### config.mk
export PLATFORM = sky130hd
export DESIGN_NAME = frame_store_replacement_top_flat
export DESIGN_NICKNAME = d
export VERILOG_FILES = /design/src/hw/rtl/fsr_pkg.sv /design/src/hw/rtl/fsr_if.sv /design/src/hw/rtl/frame_store_replacement_top.sv /design/src/flat_wrapper.sv
export VERILOG_INCLUDE_DIRS = /design/src /design/src/hw/rtl
export SDC_FILE = /design/constraint.sdc
export NUM_CORES = 1
export LEC_CHECK = 0
export ABC_AREA = 1
export BUFFER_PORTS_ARGS = -buffer_cell sky130_fd_sc_hd__buf_4
export CAP_MARGIN = 25
export CORE_MARGIN = 1.5
export CORE_UTILIZATION = 55
export CTS_CLUSTER_DIAMETER = 40
export CTS_CLUSTER_SIZE = 25
export DETAILED_ROUTE_END_ITERATION = 10
export PLACE_DENSITY = 0.81
export SETUP_SLACK_MARGIN = 0.5
export SLEW_MARGIN = 20
export SYNTH_ARGS = -nofsm -noshare
export SYNTH_HDL_FRONTEND = slang
export SYNTH_SLANG_ARGS = --single-unit
### constraint.sdc
create_clock -name clk -period 3.65 [get_ports clk]
set_input_delay 0.73 -clock clk [delete_from_list [all_inputs] [get_ports clk]]
set_output_delay 0.73 -clock clk [all_outputs]
set_load 0.01 [all_outputs]
### src/hw/rtl/assert_macros.svh
// Assertion helpers shared by the RTL.
`ifndef ASSERT_MACROS_SVH
`define ASSERT_MACROS_SVH

// Property checked on every rising edge outside reset.
`define FSR_ASSERT(lbl, prop, msg) \
    lbl: assert property (@(posedge clk) disable iff (!rst_n) (prop)) else $error(msg);

// Condition that must never hold outside reset.
`define FSR_NEVER(lbl, cond, msg) \
    lbl: assert property (@(posedge clk) disable iff (!rst_n) !(cond)) else $error(msg);

`endif

### src/hw/rtl/fsr_pkg.sv
`timescale 1ns / 1ps

package fsr_pkg;

    localparam int NUM_LINES_DEF       = 18;
    localparam int LINES_PER_FRAME_DEF = 3;
    localparam int TIME_BITS_DEF       = 16;

    localparam int IDX_W = 5;

    typedef enum logic [1:0] {
        MODE_FIND   = 2'd0,
        MODE_FILL   = 2'd1,
        MODE_ACCESS = 2'd2,
        MODE_EVICT  = 2'd3
    } mode_t;

    typedef enum logic [1:0] {
        STATUS_OK       = 2'd0,
        STATUS_NO_FRAME = 2'd1,
        STATUS_BAD_LINE = 2'd2
    } status_t;

endpackage

### src/hw/rtl/fsr_if.sv
`timescale 1ns / 1ps

interface fsr_req_if;
    logic                     valid;
    logic                     ready;
    fsr_pkg::mode_t           mode;
    logic [fsr_pkg::IDX_W-1:0] line_index;

    modport source (output valid, output mode, output line_index, input ready);
    modport sink   (input valid, input mode, input line_index, output ready);
endinterface

interface fsr_rsp_if;
    logic                     valid;
    logic                     ready;
    logic [fsr_pkg::IDX_W-1:0] result_index;
    fsr_pkg::status_t         status;

    modport source (output valid, output result_index, output status, input ready);
    modport sink   (input valid, input result_index, input status, output ready);
endinterface

interface fsr_cfg_if;
    logic valid;
    logic ready;
    logic replacement_policy;

    modport source (output valid, output replacement_policy, input ready);
    modport sink   (input valid, input replacement_policy, output ready);
endinterface

### src/hw/rtl/frame_store_replacement_top.sv
// Flow: fill/access read the frame row and write it back (S_RMW); find and evict scan the
// frames (S_SCAN), evict then writes the victim (S_EVICT); all results register from S_DONE.
// Throughput: one request at a time; the next transfer is taken once the result is
// registered, later while a previous result is held off; searches read one frame a cycle.
// Reset: rst_n asynchronous active low; clears control, access clock, policy and the
// per-frame valid bits at once (unwritten frames read as zero), no clearing pass.
`timescale 1ns / 1ps
`include "assert_macros.svh"

module frame_store_replacement_top #(
    parameter int NUM_LINES       = fsr_pkg::NUM_LINES_DEF,
    parameter int LINES_PER_FRAME = fsr_pkg::LINES_PER_FRAME_DEF,
    parameter int TIME_BITS       = fsr_pkg::TIME_BITS_DEF
) (
    input  logic      clk,
    input  logic      rst_n,
    fsr_cfg_if.sink   cfg,
    fsr_req_if.sink   req,
    fsr_rsp_if.source rsp
);

    localparam int NUM_FRAMES = NUM_LINES / LINES_PER_FRAME;
    localparam int FULL_LINES = NUM_FRAMES * LINES_PER_FRAME;
    localparam int MEM_DEPTH  = (NUM_FRAMES > 0) ? NUM_FRAMES : 1;
    localparam int FRAME_W    = (MEM_DEPTH > 1) ? $clog2(MEM_DEPTH) : 1;
    localparam int CNT_W      = $clog2(MEM_DEPTH + 1);
    localparam int OFF_W      = (LINES_PER_FRAME > 1) ? $clog2(LINES_PER_FRAME) : 1;
    localparam int LINE_W     = $clog2(NUM_LINES + 1);
    localparam int ROW_W      = LINES_PER_FRAME + 2 * TIME_BITS;
    localparam int SUM_W      = TIME_BITS + 4;
    localparam int LUT_N      = 2 ** fsr_pkg::IDX_W;
    localparam logic [TIME_BITS-1:0] CLOCK_MAX = '1;
    localparam logic [FRAME_W-1:0]   LAST_FRAME = FRAME_W'(MEM_DEPTH - 1);

    typedef enum logic [2:0] {
        S_IDLE,
        S_SCAN,
        S_RMW,
        S_EVICT,
        S_DONE
    } state_t;

    // line -> frame / offset tables
    logic [FRAME_W-1:0] frame_lut [LUT_N];
    logic [OFF_W-1:0]   off_lut   [LUT_N];

    for (genvar i = 0; i < LUT_N; i++) begin : g_lut
        assign frame_lut[i] = FRAME_W'(i / LINES_PER_FRAME);
        assign off_lut[i]   = OFF_W'(i % LINES_PER_FRAME);
    end

    // frame table: {used bits, access time and load time of first line}
    logic [ROW_W-1:0] mem [MEM_DEPTH];
    logic [ROW_W-1:0] rd_data_reg;
    logic             rd_en;
    logic [FRAME_W-1:0] rd_addr;
    logic             wr_en;
    logic [FRAME_W-1:0] wr_addr;
    logic [ROW_W-1:0] wr_data;

    logic [MEM_DEPTH-1:0] row_valid_reg, row_valid_next;

    state_t                    state_reg, state_next;
    fsr_pkg::mode_t            mode_reg, mode_next;
    logic [fsr_pkg::IDX_W-1:0] line_reg, line_next;
    logic [CNT_W-1:0]          scan_cnt_reg, scan_cnt_next;
    logic                      rd_pend_reg;
    logic                      rd_valid_reg;
    logic [FRAME_W-1:0]        rd_addr_q_reg;
    logic [FRAME_W-1:0]        best_reg, best_next;
    logic [TIME_BITS-1:0]      best_time_reg, best_time_next;
    logic                      best_ok_reg, best_ok_next;
    logic [fsr_pkg::IDX_W-1:0] res_reg, res_next;
    fsr_pkg::status_t          status_reg, status_next;
    logic [TIME_BITS-1:0]      clock_reg, clock_next;
    logic                      policy_reg, policy_next;
    logic                      out_valid_reg, out_valid_next;
    logic [fsr_pkg::IDX_W-1:0] out_index_reg, out_index_next;
    fsr_pkg::status_t          out_status_reg, out_status_next;

    logic [ROW_W-1:0]           row;
    logic [LINES_PER_FRAME-1:0] row_used, new_used;
    logic [TIME_BITS-1:0]       row_acc, row_load, new_acc, new_load, cand_time;
    logic [SUM_W-1:0]           inc_one, inc_frame;
    logic [TIME_BITS-1:0]       stamp_one, stamp_frame;
    logic                       req_xfer;
    logic                       scan_last;
    logic [OFF_W-1:0]           off;
    logic                       bad_line_done;
    logic                       line_mode;

    assign req.ready = (state_reg == S_IDLE);
    assign cfg.ready = 1'b1;
    assign rsp.valid        = out_valid_reg;
    assign rsp.result_index = out_index_reg;
    assign rsp.status       = out_status_reg;

    assign req_xfer = req.valid && (state_reg == S_IDLE);

    assign row      = rd_valid_reg ? rd_data_reg : '0;
    assign row_used = row[ROW_W-1 -: LINES_PER_FRAME];
    assign row_acc  = row[2*TIME_BITS-1 -: TIME_BITS];
    assign row_load = row[TIME_BITS-1:0];

    // saturating clock stamps
    assign inc_one     = SUM_W'(clock_reg) + SUM_W'(1);
    assign inc_frame   = SUM_W'(clock_reg) + SUM_W'(LINES_PER_FRAME);
    assign stamp_one   = (inc_one > SUM_W'(CLOCK_MAX)) ? CLOCK_MAX : inc_one[TIME_BITS-1:0];
    assign stamp_frame = (inc_frame > SUM_W'(CLOCK_MAX)) ? CLOCK_MAX
                                                         : inc_frame[TIME_BITS-1:0];

    assign cand_time = policy_reg ? row_load : row_acc;
    assign scan_last = rd_pend_reg && (rd_addr_q_reg == LAST_FRAME);
    assign off       = off_lut[line_reg];

    assign bad_line_done = (state_reg == S_DONE) && (status_reg == fsr_pkg::STATUS_BAD_LINE);
    assign line_mode     = (mode_reg == fsr_pkg::MODE_FILL) || (mode_reg == fsr_pkg::MODE_ACCESS);

    function automatic logic [fsr_pkg::IDX_W-1:0] frame_base(input logic [FRAME_W-1:0] f);
        logic [LINE_W-1:0] b;
        b = LINE_W'(f) * LINE_W'(LINES_PER_FRAME);
        return fsr_pkg::IDX_W'(b);
    endfunction

    always_comb
    begin
        state_next      = state_reg;
        mode_next       = mode_reg;
        line_next       = line_reg;
        scan_cnt_next   = scan_cnt_reg;
        best_next       = best_reg;
        best_time_next  = best_time_reg;
        best_ok_next    = best_ok_reg;
        res_next        = res_reg;
        status_next     = status_reg;
        clock_next      = clock_reg;
        policy_next     = cfg.valid ? cfg.replacement_policy : policy_reg;
        row_valid_next  = row_valid_reg;
        out_valid_next  = rsp.ready ? 1'b0 : out_valid_reg;
        out_index_next  = out_index_reg;
        out_status_next = out_status_reg;
        rd_en           = 1'b0;
        rd_addr         = '0;
        wr_en           = 1'b0;
        wr_addr         = rd_addr_q_reg;
        wr_data         = '0;
        new_used        = row_used;
        new_acc         = row_acc;
        new_load        = row_load;

        case (state_reg)
            S_IDLE:
            begin
                if (req_xfer)
                begin
                    mode_next = req.mode;
                    line_next = req.line_index;
                    res_next  = '0;
                    if (req.mode == fsr_pkg::MODE_FIND || req.mode == fsr_pkg::MODE_EVICT)
                    begin
                        if (NUM_FRAMES == 0)
                        begin
                            status_next = fsr_pkg::STATUS_NO_FRAME;
                            state_next  = S_DONE;
                        end
                        else
                        begin
                            scan_cnt_next = '0;
                            best_ok_next  = 1'b0;
                            state_next    = S_SCAN;
                        end
                    end
                    else if (32'(req.line_index) >= NUM_LINES)
                    begin
                        status_next = fsr_pkg::STATUS_BAD_LINE;
                        state_next  = S_DONE;
                    end
                    else if (32'(req.line_index) >= FULL_LINES)
                    begin
                        // line outside every complete frame: only the clock moves
                        clock_next  = stamp_one;
                        res_next    = req.line_index;
                        status_next = fsr_pkg::STATUS_OK;
                        state_next  = S_DONE;
                    end
                    else
                    begin
                        rd_en      = 1'b1;
                        rd_addr    = frame_lut[req.line_index];
                        state_next = S_RMW;
                    end
                end
            end

            S_SCAN:
            begin
                if (32'(scan_cnt_reg) < NUM_FRAMES)
                begin
                    rd_en         = 1'b1;
                    rd_addr       = scan_cnt_reg[FRAME_W-1:0];
                    scan_cnt_next = scan_cnt_reg + CNT_W'(1);
                end
                if (mode_reg == fsr_pkg::MODE_FIND)
                begin
                    if (rd_pend_reg && row_used == '0)
                    begin
                        res_next    = frame_base(rd_addr_q_reg);
                        status_next = fsr_pkg::STATUS_OK;
                        state_next  = S_DONE;
                    end
                    else if (scan_last)
                    begin
                        res_next    = '0;
                        status_next = fsr_pkg::STATUS_NO_FRAME;
                        state_next  = S_DONE;
                    end
                end
                else
                begin
                    if (rd_pend_reg && (!best_ok_reg || cand_time < best_time_reg))
                    begin
                        best_next      = rd_addr_q_reg;
                        best_time_next = cand_time;
                        best_ok_next   = 1'b1;
                    end
                    if (scan_last)
                    begin
                        state_next = S_EVICT;
                    end
                end
            end

            S_EVICT:
            begin
                // first line of the victim takes the first new stamp
                wr_en                    = 1'b1;
                wr_addr                  = best_reg;
                wr_data                  = {{LINES_PER_FRAME{1'b0}}, stamp_one, stamp_one};
                row_valid_next[best_reg] = 1'b1;
                clock_next               = stamp_frame;
                res_next                 = frame_base(best_reg);
                status_next              = fsr_pkg::STATUS_OK;
                state_next               = S_DONE;
            end

            S_RMW:
            begin
                if (mode_reg == fsr_pkg::MODE_FILL)
                begin
                    new_used[off] = 1'b1;
                end
                if (off == '0)
                begin
                    new_acc = stamp_one;
                    if (mode_reg == fsr_pkg::MODE_FILL)
                    begin
                        new_load = stamp_one;
                    end
                end
                wr_en                         = 1'b1;
                wr_addr                       = rd_addr_q_reg;
                wr_data                       = {new_used, new_acc, new_load};
                row_valid_next[rd_addr_q_reg] = 1'b1;
                clock_next                    = stamp_one;
                res_next                      = line_reg;
                status_next                   = fsr_pkg::STATUS_OK;
                state_next                    = S_DONE;
            end

            S_DONE:
            begin
                if (!out_valid_reg || rsp.ready)
                begin
                    out_valid_next  = 1'b1;
                    out_index_next  = res_reg;
                    out_status_next = status_reg;
                    state_next      = S_IDLE;
                end
            end

            default:
            begin
                state_next = S_IDLE;
            end
        endcase
    end

    always_ff @(posedge clk or negedge rst_n)
    begin
        if (!rst_n)
        begin
            state_reg      <= S_IDLE;
            mode_reg       <= fsr_pkg::MODE_FIND;
            line_reg       <= '0;
            scan_cnt_reg   <= '0;
            rd_pend_reg    <= 1'b0;
            rd_valid_reg   <= 1'b0;
            rd_addr_q_reg  <= '0;
            best_reg       <= '0;
            best_time_reg  <= '0;
            best_ok_reg    <= 1'b0;
            res_reg        <= '0;
            status_reg     <= fsr_pkg::STATUS_OK;
            clock_reg      <= '0;
            policy_reg     <= 1'b0;
            row_valid_reg  <= '0;
            out_valid_reg  <= 1'b0;
            out_index_reg  <= '0;
            out_status_reg <= fsr_pkg::STATUS_OK;
        end
        else
        begin
            state_reg      <= state_next;
            mode_reg       <= mode_next;
            line_reg       <= line_next;
            scan_cnt_reg   <= scan_cnt_next;
            rd_pend_reg    <= rd_en;
            if (rd_en)
            begin
                rd_valid_reg  <= row_valid_reg[rd_addr];
                rd_addr_q_reg <= rd_addr;
            end
            best_reg       <= best_next;
            best_time_reg  <= best_time_next;
            best_ok_reg    <= best_ok_next;
            res_reg        <= res_next;
            status_reg     <= status_next;
            clock_reg      <= clock_next;
            policy_reg     <= policy_next;
            row_valid_reg  <= row_valid_next;
            out_valid_reg  <= out_valid_next;
            out_index_reg  <= out_index_next;
            out_status_reg <= out_status_next;
        end
    end

    always_ff @(posedge clk)
    begin
        if (wr_en)
        begin
            mem[wr_addr] <= wr_data;
        end
        if (rd_en)
        begin
            rd_data_reg <= mem[rd_addr];
        end
    end

    `FSR_ASSERT(a_wr_in_range, wr_en |-> (32'(wr_addr) < NUM_FRAMES), "write beyond last frame")
    `FSR_ASSERT(a_clock_mono, 1'b1 |=> (clock_reg >= $past(clock_reg)), "access clock went back")
    `FSR_ASSERT(a_rmw_has_data, (state_reg == S_RMW) |-> rd_pend_reg, "update without read data")
    `FSR_ASSERT(a_bad_line_mode, bad_line_done |-> line_mode, "bad line status on search")

endmodule

### src/flat_wrapper.sv
// flat-port wrapper written by rule: the top's interface ports become plain ports
module frame_store_replacement_top_flat 
#(
    parameter int NUM_LINES       = fsr_pkg::NUM_LINES_DEF,
    parameter int LINES_PER_FRAME = fsr_pkg::LINES_PER_FRAME_DEF,
    parameter int TIME_BITS       = fsr_pkg::TIME_BITS_DEF
)
  (clk, rst_n, cfg_valid, cfg_replacement_policy, cfg_ready, req_valid, req_mode, req_line_index, req_ready, rsp_valid, rsp_result_index, rsp_status, rsp_ready);
  fsr_cfg_if cfg_i ();
  fsr_req_if req_i ();
  fsr_rsp_if rsp_i ();
  input  logic clk;
  input  logic rst_n;
  input wire logic [$bits(cfg_i.valid)-1:0] cfg_valid;
  input wire logic [$bits(cfg_i.replacement_policy)-1:0] cfg_replacement_policy;
  output wire logic [$bits(cfg_i.ready)-1:0] cfg_ready;
  input wire logic [$bits(req_i.valid)-1:0] req_valid;
  input wire logic [$bits(req_i.mode)-1:0] req_mode;
  input wire logic [$bits(req_i.line_index)-1:0] req_line_index;
  output wire logic [$bits(req_i.ready)-1:0] req_ready;
  output wire logic [$bits(rsp_i.valid)-1:0] rsp_valid;
  output wire logic [$bits(rsp_i.result_index)-1:0] rsp_result_index;
  output wire logic [$bits(rsp_i.status)-1:0] rsp_status;
  input wire logic [$bits(rsp_i.ready)-1:0] rsp_ready;
  assign cfg_i.valid = cfg_valid;
  assign cfg_i.replacement_policy = cfg_replacement_policy;
  assign cfg_ready = cfg_i.ready;
  assign req_i.valid = req_valid;
  assign req_i.mode = req_mode;
  assign req_i.line_index = req_line_index;
  assign req_ready = req_i.ready;
  assign rsp_valid = rsp_i.valid;
  assign rsp_result_index = rsp_i.result_index;
  assign rsp_status = rsp_i.status;
  assign rsp_i.ready = rsp_ready;
  frame_store_replacement_top #(.NUM_LINES(NUM_LINES), .LINES_PER_FRAME(LINES_PER_FRAME), .TIME_BITS(TIME_BITS)) u_core (.clk(clk), .rst_n(rst_n), .cfg(cfg_i), .req(req_i), .rsp(rsp_i));
endmodule
==> results.toml <==
[timing]
rsz0062_at_grt = "no"
slew_headroom_pct = 41.2
min_period_ns = 2.93
clock.fmax_mhz = 342
final-setup-viol-count = 0
slew_violations = 0
tns_ns = 0
hold_viol = 0
finClkSkew_ns = 0.0121
tightestPinTransition_ns = 0.873
fin_crit_sh_pct = 80.2

[clocking]
ctsHtreeMaxLevel = 2
cts_tree = "yes"
cts_buffer_depth = 3
clkTransAtPathRegs_ns = 0.06
clock-sinks = 321
clockRootBuffer = "clkbuf_16"
clkLatencyLatePin_ns = 0.52
numCtsBuffers = 38

[worst_setup_path]
timing.rr.end = "u_core.mem[2][12]"
max_stage_delay_ns = 0.69
crit_family = "compound AO/OA/AOI/OAI gates"
end_kind = "flop"
crit_arrival_ns = 3.13
critPathLaunch = "u_core.line_reg[0]"
worst-path-max-fanout = 7
crit-reg2reg-launch = "u_core.line_reg[0]"
endpoint = "u_core.mem[2][12]"
start_kind = "flop"
cp.buffers_inverters = 3
ff2ff_setup_slack_ns = 0.72
reg2reg_depth = 13
required_ns = 3.86
cp.depth = 13
path_common_cell = "inv_1"
crit_type = "flop to flop"
timing.critical_path.slowest_stage_cell = "o21ai_0"
path_cells = "inv_1 > ha_1 > inv_1 > nor2_1 > a21oi_1 > nand2_1 > nand3_1 > o21ai_1 > nor2_2 > nand2_1 > inv_1 > a21oi_1 > o21ai_0"

[final_layout]
utilization_pct = 63.1
design_area_mm2 = 0.0175
area_growth_pct = 12.8
fill_cells = 2134
num_antenna_cells = 0
drive_above_1_share_pct = 14.2
largest_reg_flops = 210
layout_commonest_cell = "nand2_1"
seqCellArea_mm2 = 0.00926
final_nets = 1603
final_cell_mix = "nand2_1 (353), edfxtp_1 (245), inv_1 (158)"
multi_input_area_mm2 = 0.00528

[power_and_ir_drop]
p_per_area_mw_per_mm2 = 788
vdd_drop_max_mv = 0.432
finalPower_w = 0.0138
leakage_nw = 7.24

[synth]
synth_cell_type_count = 53
synth_fp_nets = 1578
synth_top_family_by_area = "simple AND/OR/NAND/NOR gates"
synthArstFlopShare_pct = 23.7
synth_xor_area_share_pct = 0.958
synth_fa_ha_area_share_pct = 2.83
synth_area_per_cell_um2 = 10.2
synth_edf_count = 245
muxShareOfSynthArea_pct = 0.0724
yosysWarningCount = 0
synth_seq_cells = 321
synth_area_mm2 = 0.0155
syn_inst = 1531
synth-main-ff-cell = "edfxtp_1"
ys_seq_area_share_pct = 59.5
yosys.area_share.simple_pct = 15.5
synth_compound_area_share_pct = 14.2

[drt]
final_antenna_net_count = 0
vias_per_cell = 5.85
dr_total_vias = 11500
post-route-drc-count = 0
wirelength_um = 37400
first_pass_iters = 8
wl_per_cell_um = 19.0
drt_iter0_markers = 1272

[global_route]
grt_util_all_layers_pct = 26.5
grt_pass1_vias = 11400
grt_pass1_wl_um = 59700
antenna_found_initial = 0
grt_max_degree = 77
overflow = 0

[placement]
hpwl_um = 23000
gp_congestion = 0.926
placed_area_mm2 = 0.0162
io_buffers = 21

[floorplan]
dieHeight_um = 171
core_area_mm2 = 0.0278
die_x_um = 171
rows = 61
io_pins = 23
dieArea_mm2 = 0.0293
start_util_pct = 56.0

[min_path]
hp-class = "input pin to asynchronous set/reset pin"

[outcome]
status = "finished, final reports clean"

[run]
drv_cap = 0
per-stage QoR:
stage	worst slack, ns	std cells	hold slack [ns]
floorplan	0.268	1531	0.421
global placement	0.654	1893	0.435
detailed placement	0.537	1893	0.446
CTS	0.624	1963	0.417
global route	0.506	1964	0.167
finish	0.723	1964	0.149
synth_stat cells (3+ instances only):
cell type,instances,area share (%)
inv_1,158,3.8
o221ai_1,4,0.23
nor2_1,56,1.4
o211ai_1,53,2.6
a21oi_1,101,3.3
dfrtp_1,76,12
xor2_1,15,0.84
edfxtp_1,245,47
nand4_1,23,0.93
buf_1,3,0.072
clkbuf_1,30,0.72
ha_1,32,2.6
o211ai_2,20,1.6
buf_6,9,0.65
o21ai_0,113,3.6
nor2_4,3,0.22
o21ai_1,47,1.5
o22ai_1,3,0.12
inv_2,9,0.22
nand2_1,354,8.5
buf_2,20,0.64
buf_4,9,0.43
o31ai_1,5,0.24
a22oi_1,5,0.24
or2_2,36,1.4
nand2_2,15,0.60
nand3_1,49,1.6
nor3_1,6,0.19
nor2_2,3,0.12
power breakdown:
part | internal [W] | switching (W) | leakage, nW
clock network | 0.00236 | 0.00157 | 0.649
logic | 0.00141 | 0.00315 | 3.36
registers | 0.00483 | 0.000512 | 3.23
total | 0.00860 | 0.00522 | 7.24
worst min path at each step:
| stage | startpoint | endpoint | slack (ns) |
|---|---|---|---|
| floorplan | u_core.row_valid_reg[3] | u_core.row_valid_reg[3] | 0.42 |
| global placement | u_core.row_valid_reg[1] | u_core.row_valid_reg[1] | 0.43 |
| detailed placement | u_core.row_valid_reg[5] | u_core.row_valid_reg[5] | 0.45 |
| CTS | rst_n | u_core.clock_reg[1] | 0.42 |
| global route | rst_n | u_core.clock_reg[1] | 0.17 |
| finish | rst_n | u_core.rsp.status[1] | 0.15 |
area by class of cell:
type | count | share of cell area (%)
Clock buffer | 44 | 6.09
Clock inverter | 26 | 1.53
Inverter | 168 | 3.61
Multi-Input combinational cell | 968 | 30.1
Sequential cell | 321 | 52.8
Tap cell | 378 | 2.70
Timing Repair Buffer | 59 | 3.14
metal layers:
metal	vias up	global-route usage [%]	routed length (um)
met3	109	4.19	2960
met5	-	0	0
met4	0	14.2	1940
li1	5324	-	-
met1	5527	33.9	14600
met2	531	43.5	17900
timing repair:
action,in CTS,in global routing
resized for setup,1,10
hold endpoints to repair,0,0
hold buffers,0,0
endpoints found under the setup margin,1,91
buffers inserted,0,0
cell families (layout without fill, tap and decap cells):
logic type	after synthesis	after routing
mux	1	1
buf+inv	242	297
simple gates	553	553
compound gates	362	362
xor+xnor	17	17
flops	321	321
other cells	1	1
fa+ha+maj	34	34
No activity file was read; power rests on OpenSTA's default activity.
